--- src/rtl/adcmv_pkg.sv ---
// Shared types and constants for the ADC code to millivolts scaler.
// Used by adcmv_div and adc_code_to_millivolts_unit; depends on nothing.
package adcmv_pkg;

  // Field and register widths
  localparam int CODE_W  = 12;
  localparam int LOW_W   = 12;
  localparam int SPAN_W  = 13;
  localparam int MIN_W   = 16;
  localparam int SSPAN_W = 17;
  localparam int CFG_W   = 17;
  localparam int IDX_W   = 2;
  localparam int OUT_W   = 16;

  // Pin scaling: code * 3300 / full scale, full scale in 255..65535
  localparam int PIN_MV_FULL        = 3300;
  localparam int ADC_FULL_SCALE_DEF = 4095;
  localparam int FS_W               = 16;
  localparam int N2_W               = 24;
  localparam int PIN_W              = 16;
  localparam int RECIP_SHIFT        = 39;
  localparam int RECIP_W            = 32;

  // Span scaling
  localparam int DIFF_W        = 17;
  localparam int PROD_W        = 34;
  localparam int QUO_W         = 32;
  localparam int DIV_W         = 12;
  localparam int DIV_STEPS_DEF = 4;
  localparam int SUM_W         = 34;

  // Register reset values
  localparam logic [LOW_W-1:0]          ADC_LOW_RST    = 12'd0;
  localparam logic signed [SPAN_W-1:0]  ADC_SPAN_RST   = 13'sd3300;
  localparam logic signed [MIN_W-1:0]   SIG_MIN_RST    = -16'sd5000;
  localparam logic signed [SSPAN_W-1:0] SIG_SPAN_RST   = 17'sd10000;

  localparam logic signed [SUM_W-1:0] OUT_MAX = SUM_W'(32767);
  localparam logic signed [SUM_W-1:0] OUT_MIN = -SUM_W'(32768);

  typedef enum logic [IDX_W-1:0] {
    REG_ADC_LOW  = 2'd0,
    REG_ADC_SPAN = 2'd1,
    REG_SIG_MIN  = 2'd2,
    REG_SIG_SPAN = 2'd3
  } cfg_reg_t;

  // Word carried through the divider: magnitude in, quotient out
  typedef struct packed {
    logic             neg;
    logic [QUO_W-1:0] mag;
  } div_word_t;

endpackage

--- src/rtl/adcmv_div.sv ---
// Pipelined restoring divider: unsigned magnitude by a 12-bit divisor,
// a fixed number of quotient bits per stage. Depends on adcmv_pkg.
module adcmv_div
  import adcmv_pkg::*;
#(
  parameter int DIV_STEPS = DIV_STEPS_DEF
) (
  input  logic             clk,
  input  logic             rst,
  input  logic [DIV_W-1:0] divisor,
  input  logic             up_valid,
  output logic             up_ready,
  input  div_word_t        up_word,
  output logic             dn_valid,
  input  logic             dn_ready,
  output div_word_t        dn_word
);

  localparam int STAGES = QUO_W / DIV_STEPS;

  logic [STAGES-1:0] v_q;
  logic [STAGES-1:0] adv;
  div_word_t         word_q [STAGES];
  logic [DIV_W-1:0]  rem_q  [STAGES];

  for (genvar s = 0; s < STAGES; s++) begin : g_stage
    div_word_t        src_word;
    logic [DIV_W-1:0] src_rem;
    logic             src_v;
    logic             next_ready;
    div_word_t        word_c;
    logic [DIV_W-1:0] rem_c;
    logic [DIV_W:0]   trial;
    logic [DIV_W:0]   diff;

    if (s == 0) begin : g_first
      assign src_word = up_word;
      assign src_rem  = '0;
      assign src_v    = up_valid;
    end else begin : g_rest
      assign src_word = word_q[s-1];
      assign src_rem  = rem_q[s-1];
      assign src_v    = v_q[s-1];
    end

    if (s == STAGES - 1) begin : g_last
      assign next_ready = dn_ready;
    end else begin : g_mid
      assign next_ready = adv[s+1];
    end

    assign adv[s] = !v_q[s] || next_ready;

    // Shift one dividend bit into the remainder per step; quotient bits
    // fill the dividend from the bottom.
    always_comb begin
      word_c = src_word;
      rem_c  = src_rem;
      trial  = '0;
      diff   = '0;
      for (int k = 0; k < DIV_STEPS; k++) begin
        trial      = {rem_c, word_c.mag[QUO_W-1]};
        word_c.mag = {word_c.mag[QUO_W-2:0], 1'b0};
        diff       = trial - {1'b0, divisor};
        if (trial >= {1'b0, divisor}) begin
          rem_c         = diff[DIV_W-1:0];
          word_c.mag[0] = 1'b1;
        end else begin
          rem_c = trial[DIV_W-1:0];
        end
      end
    end

    always_ff @(posedge clk) begin
      if (rst) begin
        v_q[s] <= 1'b0;
      end else if (adv[s]) begin
        v_q[s] <= src_v;
      end
    end

    always_ff @(posedge clk) begin
      if (adv[s]) begin
        word_q[s] <= word_c;
        rem_q[s]  <= rem_c;
      end
    end
  end

  assign up_ready = adv[0];
  assign dn_valid = v_q[STAGES-1];
  assign dn_word  = word_q[STAGES-1];

  // The remainder of the first stage always stays below the divisor
  a_rem_below_div: assert property (@(posedge clk) disable iff (rst)
    v_q[0] |-> (rem_q[0] < divisor))
    else $error("divider remainder reached the divisor");

  // A held last stage keeps its quotient
  a_hold_last: assert property (@(posedge clk) disable iff (rst)
    (dn_valid && !dn_ready) |=> (dn_valid && $stable(dn_word)))
    else $error("divider output changed while held");

  // Divisor is never zero while work is in flight
  a_div_nonzero: assert property (@(posedge clk) disable iff (rst)
    (|v_q) |-> (divisor != '0))
    else $error("divider saw a zero divisor");

endmodule

--- src/rtl/adc_code_to_millivolts_unit.sv ---
// Top level of the ADC code to millivolts scaler: configuration registers,
// front pipeline, divider instance and saturating output. Uses adcmv_pkg.
//
// Converts one raw ADC code per word into a calibrated signal voltage in
// millivolts. The code is scaled to pin millivolts (code * 3300 / full
// scale, rounded half away from zero), the calibrated low point is
// removed, the difference is scaled by signal span over ADC span (same
// rounding), the signal minimum is added and the sum saturates to 16 bits.
// A nonpositive ADC span is used as one. The block takes one word per
// cycle while the result channel is not stalled. The pipeline holds five
// front stages (pin numerator, reciprocal estimate, estimate correction,
// span multiply, magnitude and rounding offset), the divider stages at
// DIV_STEPS quotient bits each, and the output register. Each stage
// advances when it is empty or its successor advances, so bubbles are
// squeezed out and a word is taken whilst a finished result waits.
// Write registers only while idle.
module adc_code_to_millivolts_unit
  import adcmv_pkg::*;
#(
  parameter int ADC_FULL_SCALE = ADC_FULL_SCALE_DEF,
  parameter int DIV_STEPS      = DIV_STEPS_DEF
) (
  input  logic                     clk,
  input  logic                     rst,
  // configuration
  input  logic                     wr_en,
  input  logic [IDX_W-1:0]         wr_index,
  input  logic [CFG_W-1:0]         wr_data,
  // sample channel
  input  logic                     sample_valid,
  output logic                     sample_stall,
  input  logic [CODE_W-1:0]        adc_code,
  // result channel
  output logic                     result_valid,
  input  logic                     result_stall,
  output logic signed [OUT_W-1:0]  signal_mv
);

  // Full scale below one is used as one
  localparam int FS_EFF = (ADC_FULL_SCALE < 1) ? 1 : ADC_FULL_SCALE;
  localparam logic [FS_W-1:0]    FS_C    = FS_W'(FS_EFF);
  localparam logic [N2_W-1:0]    FS_HALF = N2_W'(FS_EFF / 2);
  localparam logic [RECIP_W-1:0] RECIP_C = RECIP_W'((64'd1 << RECIP_SHIFT) / FS_EFF);
  localparam logic [PIN_W-1:0]   PIN_MAX =
    PIN_W'(((1 << CODE_W) - 1) * PIN_MV_FULL / FS_EFF + 1);

  // Configuration registers
  logic [LOW_W-1:0]          cal_low_mv;
  logic signed [SPAN_W-1:0]  adc_span_mv;
  logic signed [MIN_W-1:0]   cal_floor_mv;
  logic signed [SSPAN_W-1:0] signal_span_mv;

  always_ff @(posedge clk) begin
    if (rst) begin
      cal_low_mv     <= ADC_LOW_RST;
      adc_span_mv    <= ADC_SPAN_RST;
      cal_floor_mv   <= SIG_MIN_RST;
      signal_span_mv <= SIG_SPAN_RST;
    end else if (wr_en) begin
      unique case (cfg_reg_t'(wr_index))
        REG_ADC_LOW:  cal_low_mv     <= wr_data[LOW_W-1:0];
        REG_ADC_SPAN: adc_span_mv    <= wr_data[SPAN_W-1:0];
        REG_SIG_MIN:  cal_floor_mv   <= wr_data[MIN_W-1:0];
        REG_SIG_SPAN: signal_span_mv <= wr_data;
      endcase
    end
  end

  // Divisor, rounding half: user keeps static with words in flight; unchecked
  logic [DIV_W-1:0] divisor;
  logic [DIV_W-1:0] div_half;

  assign divisor  = (adc_span_mv <= 0) ? DIV_W'(1) : adc_span_mv[DIV_W-1:0];
  assign div_half = divisor >> 1;

  // Stage valids and advance chain
  logic a_v, b_v, c_v, d_v, e_v;
  logic a_adv, b_adv, c_adv, d_adv, e_adv, out_adv;
  logic div_ready;
  logic div_valid;
  div_word_t div_out;

  assign out_adv      = !result_valid || !result_stall;
  assign e_adv        = !e_v || div_ready;
  assign d_adv        = !d_v || e_adv;
  assign c_adv        = !c_v || d_adv;
  assign b_adv        = !b_v || c_adv;
  assign a_adv        = !a_v || b_adv;
  assign sample_stall = !a_adv;

  always_ff @(posedge clk) begin
    if (rst) begin
      a_v          <= 1'b0;
      b_v          <= 1'b0;
      c_v          <= 1'b0;
      d_v          <= 1'b0;
      e_v          <= 1'b0;
      result_valid <= 1'b0;
    end else begin
      if (a_adv) a_v <= sample_valid;
      if (b_adv) b_v <= a_v;
      if (c_adv) c_v <= b_v;
      if (d_adv) d_v <= c_v;
      if (e_adv) e_v <= d_v;
      if (out_adv) result_valid <= div_valid;
    end
  end

  // Stage A: rounded numerator of the pin scaling
  logic [N2_W-1:0] a_n2;

  always_ff @(posedge clk) begin
    if (a_adv) begin
      a_n2 <= N2_W'(adc_code) * N2_W'(PIN_MV_FULL) + FS_HALF;
    end
  end

  // Stage B: quotient estimate by reciprocal; low by at most one
  logic [N2_W+RECIP_W-1:0] b_mult;
  logic [N2_W-1:0]         b_n2;
  logic [PIN_W-1:0]        b_q0;

  assign b_mult = (N2_W+RECIP_W)'(a_n2) * (N2_W+RECIP_W)'(RECIP_C);

  always_ff @(posedge clk) begin
    if (b_adv) begin
      b_n2 <= a_n2;
      b_q0 <= b_mult[RECIP_SHIFT +: PIN_W];
    end
  end

  // Stage C: correct the estimate against the true remainder
  logic [2*PIN_W-1:0] c_back;
  logic [N2_W-1:0]    c_rem;
  logic [PIN_W-1:0]   c_pin;

  assign c_back = (2*PIN_W)'(b_q0) * (2*PIN_W)'(FS_C);
  assign c_rem  = b_n2 - c_back[N2_W-1:0];

  always_ff @(posedge clk) begin
    if (c_adv) begin
      c_pin <= (c_rem >= N2_W'(FS_C)) ? b_q0 + PIN_W'(1) : b_q0;
    end
  end

  // Stage D: remove the low point and scale by the signal span
  logic signed [DIFF_W-1:0] d_diff;
  logic signed [PROD_W-1:0] d_prod;

  assign d_diff = $signed({1'b0, c_pin}) - $signed({(DIFF_W-LOW_W)'(0), cal_low_mv});

  always_ff @(posedge clk) begin
    if (d_adv) begin
      d_prod <= PROD_W'(d_diff) * PROD_W'(signal_span_mv);
    end
  end

  // Stage E: take the magnitude and add the rounding half
  logic signed [PROD_W-1:0] e_abs;
  div_word_t                e_word;

  assign e_abs = d_prod[PROD_W-1] ? -d_prod : d_prod;

  always_ff @(posedge clk) begin
    if (e_adv) begin
      e_word.neg <= d_prod[PROD_W-1];
      e_word.mag <= e_abs[QUO_W-1:0] + QUO_W'(div_half);
    end
  end

  adcmv_div #(
    .DIV_STEPS (DIV_STEPS)
  ) u_div (
    .clk      (clk),
    .rst      (rst),
    .divisor  (divisor),
    .up_valid (e_v),
    .up_ready (div_ready),
    .up_word  (e_word),
    .dn_valid (div_valid),
    .dn_ready (out_adv),
    .dn_word  (div_out)
  );

  // Output: restore the sign, add the minimum, saturate
  logic signed [SUM_W-1:0] o_quo;
  logic signed [SUM_W-1:0] o_sum;
  logic signed [OUT_W-1:0] o_sat;

  always_comb begin
    o_quo = $signed({(SUM_W-QUO_W)'(0), div_out.mag});
    if (div_out.neg) begin
      o_quo = -o_quo;
    end
    o_sum = o_quo + SUM_W'(cal_floor_mv);
    if (o_sum > OUT_MAX) begin
      o_sat = OUT_MAX[OUT_W-1:0];
    end else if (o_sum < OUT_MIN) begin
      o_sat = OUT_MIN[OUT_W-1:0];
    end else begin
      o_sat = o_sum[OUT_W-1:0];
    end
  end

  always_ff @(posedge clk) begin
    if (out_adv) begin
      signal_mv <= o_sat;
    end
  end

  // Reciprocal estimate is never more than one short
  a_recip_err: assert property (@(posedge clk) disable iff (rst)
    b_v |-> (c_rem < N2_W'(2 * FS_EFF)))
    else $error("pin reciprocal estimate out of range");

  // Corrected pin millivolts stay within the full code range
  a_pin_range: assert property (@(posedge clk) disable iff (rst)
    c_v |-> (c_pin <= PIN_MAX))
    else $error("pin millivolts beyond full scale");

  // An empty output register never holds back a sample
  a_no_false_stall: assert property (@(posedge clk) disable iff (rst)
    !result_valid |-> !sample_stall)
    else $error("sample stalled with an empty output");

  // A stall with a free front stage never happens
  a_stall_full: assert property (@(posedge clk) disable iff (rst)
    sample_stall |-> (a_v && b_v && c_v && d_v && e_v && result_valid))
    else $error("sample stalled with a bubble in the pipeline");

endmodule
--- config.mk ---
export PLATFORM = sky130hd
export DESIGN_NAME = adc_code_to_millivolts_unit
export DESIGN_NICKNAME = d
export VERILOG_FILES = /design/src/rtl/adcmv_pkg.sv /design/src/rtl/adcmv_div.sv /design/src/rtl/adc_code_to_millivolts_unit.sv
export SDC_FILE = /design/constraint.sdc
export NUM_CORES = 2
export LEC_CHECK = 0
export BUFFER_PORTS_ARGS = -buffer_cell sky130_fd_sc_hd__clkbuf_2
export CORE_MARGIN = 3
export CORE_UTILIZATION = 45
export DETAILED_ROUTE_END_ITERATION = 10
export SYNTH_ARGS = -nofsm -noshare
export SYNTH_HDL_FRONTEND = slang
export SYNTH_SLANG_ARGS = --single-unit
--- constraint.sdc ---
create_clock -name clk -period 15.3 [get_ports clk]
set_clock_uncertainty 0.15 [all_clocks]
set_input_delay 1.53 -clock clk [delete_from_list [all_inputs] [get_ports clk]]
set_output_delay 1.53 -clock clk [all_outputs]
set_load 0.02 [all_outputs]
; ---- Yosys cells after proc, flatten, opt, wreduce, memory -nomap -nowiden
; Memories as Yosys holds them, arrays and structs flattened.
; Index checks and enable logic that the tools add are counted.
[classes]
n_addsub = 40
n_mul = 4
reduce_logical = 35
muxes = 85
eq_ne = 3
n_lt_le_gt_ge = 36
[op_table]
columns = operator, count
row1 = greater-or-equal comparator 13 x 12 -> 1 bit, 31
row2 = two-way mux 12 bit, 33
row3 = subtractor 12 bit, 31
row4 = multiplier 24 x 25 -> 49 bit (second input constant), 1
row5 = two-way mux 1 bit, 48
row6 = adder 34 x 16 -> 34 bit, 1
row7 = > comparator 34 x 16 -> 1 bit (second input constant), 1
row8 = < comparator 34 x 16 -> 1 bit (second input constant), 1
row9 = two-way mux 34 bit, 1
row10 = negation 32 -> 34 bit, 1
row11 = adder 32 x 11 -> 32 bit, 1
row12 = multiplier 15 x 17 -> 32 bit, 1
row13 = two-way mux 32 bit, 1
row14 = negation 32 bit, 1
row15 = adder 24 x 11 -> 24 bit (second input constant), 1
row16 = greater-or-equal comparator 24 x 12 -> 1 bit (second input constant), 1
row17 = multiplier 13 x 12 -> 24 bit (second input constant), 1
row18 = subtractor 24 bit, 1
row19 = multiplier 12 x 10 -> 22 bit (second input constant), 1
row20 = logical NOT 1 bit, 16
row21 = two-way mux 16 bit, 1
row22 = subtractor 14 x 12 -> 15 bit, 1
row23 = adder 13 x 1 -> 14 bit (second input constant), 1
row24 = logical OR 1 bit, 14
row25 = other kinds (8), 12
[word_totals]
out_inout_bits = 18
register_bits = 228
elab_cells = 232
inputBits = 36
ramBits = 360
mem_count = 2
[memory_table]
columns = memory, words, width, read_ports, rd_ports_with_merged_regs, write_ports, line
row1 = u_div.word_q, 8, 33, 8, 0, 8, adcmv_div.sv:23  ; div_word_t word_q [STAGES];
row2 = u_div.rem_q, 8, 12, 7, 0, 8, adcmv_div.sv:24  ; logic [DIV_W-1:0] rem_q [STAGES];

; ---- Logic depth before layout (Yosys ltp)
[logic_depth]
depth_word = 16
mapped_depth = 49

; ---- By module
; A second synthesis with hierarchy kept.
[unflattened]
hier_cells = 6091
hier_area_um2 = 59628.4
[by_module_without_submodules]
columns = module, cells_each, n_inst, area_per_inst_um2, seq_area_each_um2
row1 = adcmv_div, 3002, 1, 30296.6, 10610.2
row2 = adc_code_to_millivolts_unit, 3089, 1, 29331.9, 5845.6

; ---- Worst setup path before layout
; Ideal clock, no wire load.
[synth_path]
kind = register to register
start = register adc_span_mv[12]
end = memory u_div.rem_q[4][10], data pin
path_stages_with_launch = 45
path_buffers = 5
period_less_slack_ps = 11759
slack_ps = 3541
required_ps = 14890
arrival_time_ps = 11349
path_cell_list = dfxtp_1 nand2b_1 ha_1 nor2b_1 o2111ai_1 a31oi_1 a31oi_1 a21oi_1 clkbuf_1 mux2_2 ha_1 or2_2 a21oi_1 a31oi_1 a2111oi_0 o21ai_0 o21ba_2 clkbuf_1 [... 9 more ...] nand4b_1 a31oi_1 o22ai_1 o311a_1 buf_1 mux2i_1 ha_1 nor2b_1 o21ai_0 a21boi_0 o21ai_0 a21oi_1 a2111oi_0 o21ai_0 nor2_1 mux2_2 buf_2 mux2_2
[synth_rtl]
columns = element, line
row1 = from (decl), adc_code_to_millivolts_unit.sv:49  ; logic signed [SPAN_W-1:0] adc_span_mv;
row2 = from (signal assigned), adc_code_to_millivolts_unit.sv:62  ; REG_ADC_SPAN: adc_span_mv <= wr_data[SPAN_W-1:0];
row3 = to (decl), adcmv_div.sv:24

==> results_dict.tcl <==
set metrics [dict create \
    antenna_found_initial 1 \
    fin_nets 7479 \
    synth_cell_types 91 \
    start_kind "flip-flop" \
    clock_latency_ns 0.64 \
    drc 0 \
    numPortBuffers 53 \
    ctsResizeCount 0 \
    reg2reg_to "u_div.rem_q[4][10]" \
    clkTransAtPathRegs_ns 0.06 \
    syn_nets 7413 \
    reg2reg_slack_ns 2.72 \
    arrival_ns 12.81 \
    synth_seq_area_share_pct 27.2 \
    async_flop_share_pct 0 \
    post_cts_buffers 0 \
    core-area_um2 132000 \
    fin_crit_ns 12.58 \
    postSynthCellCount 6241 \
    numCtsBuffers 66 \
    start_util_pct 45.7 \
    worst_slew_pin_slew_ns 1.34 \
    r2r-start "adc_span_mv[4]" \
    cts-root-buf "clkbuf_16" \
    critical_path.slowest_cell "a2111oi_0" \
    crit_fanout 20 \
    ys_seq_elements 572 \
    synth_edf_count 500 \
    slowest_delay_ns 0.70 \
    maxCapViolations 0 \
    synth_flop_cell "edfxtp_1" \
    rows 133 \
    final_max_slew_viol_count 0 \
    drtIter0Drc 3173 \
    final_cell_mix "ha_1, inv_1, edfxtp_1" \
    finalCritPeriodShare_pct 82.2 \
    grt_pass1_wl_um 246000 \
    dieArea_um2 139000 \
    io_pins 54 \
    dr.pass1.iters 6 \
    syn-mean-instance-area_um2 9.70 \
    totalWireLength_um 153000 \
    drive_gt1_share_pct 8.58 \
    stdcell_count 8115 \
    via_per_inst 5.60 \
    hp-class "reg2reg" \
    vias 45500 \
    max_freq_ghz 0.0795 \
    rsz0062_at_grt "no" \
    first_global_vias 45700 \
    setup_violations 0 \
    post-route-util_pct 49.3 \
    htree_num_levels 3 \
    gr-usage-all-layers_pct 22.0 \
    synth_area_um2 60500 \
    hold_viol 0 \
    cpMostUsedCell "o21ai_0" \
    worstHoldPathCells 0 \
    whs_endpoint "u_div.word_q[0][112]" \
    die_h_um 373 \
    dp_hpwl_um 121000 \
    fin_tns_setup_ns 0 \
    area_growth_pct 8.00 \
    gp_congestion 0.877 \
    critical_path_class "reg2reg" \
    cts_sinks 572 \
    slew_headroom_pct 10.3 \
    wl_per_cell_um 18.9 \
    n_antenna_cell 0 \
    ys_warn_count 0 \
    drtAntennaViolNets 0 \
    min_from "u_div.word_q[0][75]" \
    run_status "finished clean" \
    die_w_um 373 \
    cp.required_ns 15.53 \
    end_kind "flip-flop" \
    hold_slack_ns 0.252 \
    placed_cells 7994 \
    grt_overflow 0 \
    cts_hold_buf 0 \
    final_common_cell "ha_1" \
    grt_max_degree 73 \
    r2r_cells 44 \
    cts_tree "done" \
    cts_max_path_buffers 3 \
]
## critical path, delay by kind of cell, from the launching register on
kind                     cells  cell delay, ns
AND/OR/NAND/NOR              9            1.80
AO/OA/AOI/OAI               24            6.96
flip-flops                   1            0.33
multiplexers                 3            1.16
adder cells (fa/ha/maj)      4            1.12
buffers and inverters        4            0.76
## cells by family after synthesis
logic type | synth area share (%)
simple gates | 13.9
xor+xnor | 6.11
fa+ha+maj | 28.6
flops | 27.2
compound gates | 13.9
mux | 5.09
buf+inv | 5.21
## final cells by class
| class | count | area (µm²) |
|---|---|---|
| clock buffer | 76 | 1690 |
| tap | 1755 | 2200 |
| inverter | 714 | 2680 |
| clock inverter | 45 | 566 |
| fill | 12400 | 67100 |
| multi-input combinational | 4835 | 41000 |
| timing repair buffer | 118 | 766 |
| sequential | 572 | 16500 |
## cells in the mapped netlist, types with 12 or more instances
cell	instances	area share, %
a2111oi_0	17	0.25
a211o_1	15	0.22
a211oi_1	32	0.40
a21boi_0	46	0.57
a21o_1	119	1.5
a21oi_1	364	3.0
a31oi_1	33	0.34
and2_1	100	1.0
and3_1	43	0.44
clkbuf_1	101	0.63
dfxtp_1	72	2.4
edfxtp_1	500	25
fa_1	410	14
ha_1	726	15
inv_1	710	4.4
mux2_2	215	4.0
mux2i_1	66	1.1
nand2_1	479	3.0
nand2b_1	70	0.72
nand3_1	87	0.72
nand3b_1	45	0.56
nand4_1	87	0.90
nor2_1	391	2.4
nor2b_1	90	0.93
nor3_1	126	1.0
nor4_1	22	0.23
nor4b_1	12	0.17
o211ai_1	38	0.47
o21a_1	74	0.92
o21ai_0	265	2.2
o21bai_1	48	0.60
o311ai_0	15	0.22
o31a_1	17	0.25
o31ai_1	46	0.57
o41ai_1	20	0.29
or2_2	48	0.50
or3_1	48	0.50
or4_1	19	0.24
xnor2_1	309	4.5
xor2_1	113	1.6
## worst max-delay path by stage
stage	start	slack, ns	end	depth (start not counted)
2_1_floorplan	adc_span_mv[12]	3.54	u_div.rem_q[4][10]	44
3_3_place_gp	adc_span_mv[4]	3.04	u_div.rem_q[0][10]	42
3_5_place_dp	adc_span_mv[4]	2.80	u_div.rem_q[4][10]	44
4_1_cts	adc_span_mv[4]	2.72	u_div.rem_q[4][10]	44
5_1_grt	adc_span_mv[4]	1.61	u_div.rem_q[1][11]	46
6_report	adc_span_mv[4]	2.72	u_div.rem_q[4][10]	44
## sequential cells by signal, indices dropped and copies added (netlist names)
register and cells:
d_prod 32, u_div.rem_q 84, c_pin 14, adc_span_mv 13
e_word 33, result_valid 1, e_v 1, a_n2 22
signal_span_mv 17, signal_mv 16, b_v 1, cal_low_mv 12
b_q0 13, a_v 1, c_v 1, u_div.word_q 264
u_div.g_stage.src_v 7, cal_floor_mv 16, d_v 1, b_n2 22
u_div.dn_valid 1
## layer usage
layer | vias to the layer above | part of all wire, % | global-route usage (%)
met2 | 982 | 48 | 37.6
li1 | 22300 | - | -
met3 | 225 | 4.5 | 2.77
met5 | - | 0 | 0
met4 | 0 | 3.7 | 8.11
met1 | 22000 | 44 | 28.4
## through the flow
| stage | area, µm² | setup slack [ns] |
|---|---|---|
| 6_report | 65300 | 2.72 |
| 5_1_grt | 65300 | 1.61 |
| 4_1_cts | 65300 | 2.72 |
| 3_5_place_dp | 63100 | 2.80 |
| 3_3_place_gp | 63100 | 3.04 |
| 2_1_floorplan | 60500 | 3.54 |
Power is not shown: default switching activity piles up to over one toggle a cycle in this logic, so the estimate is an artifact.
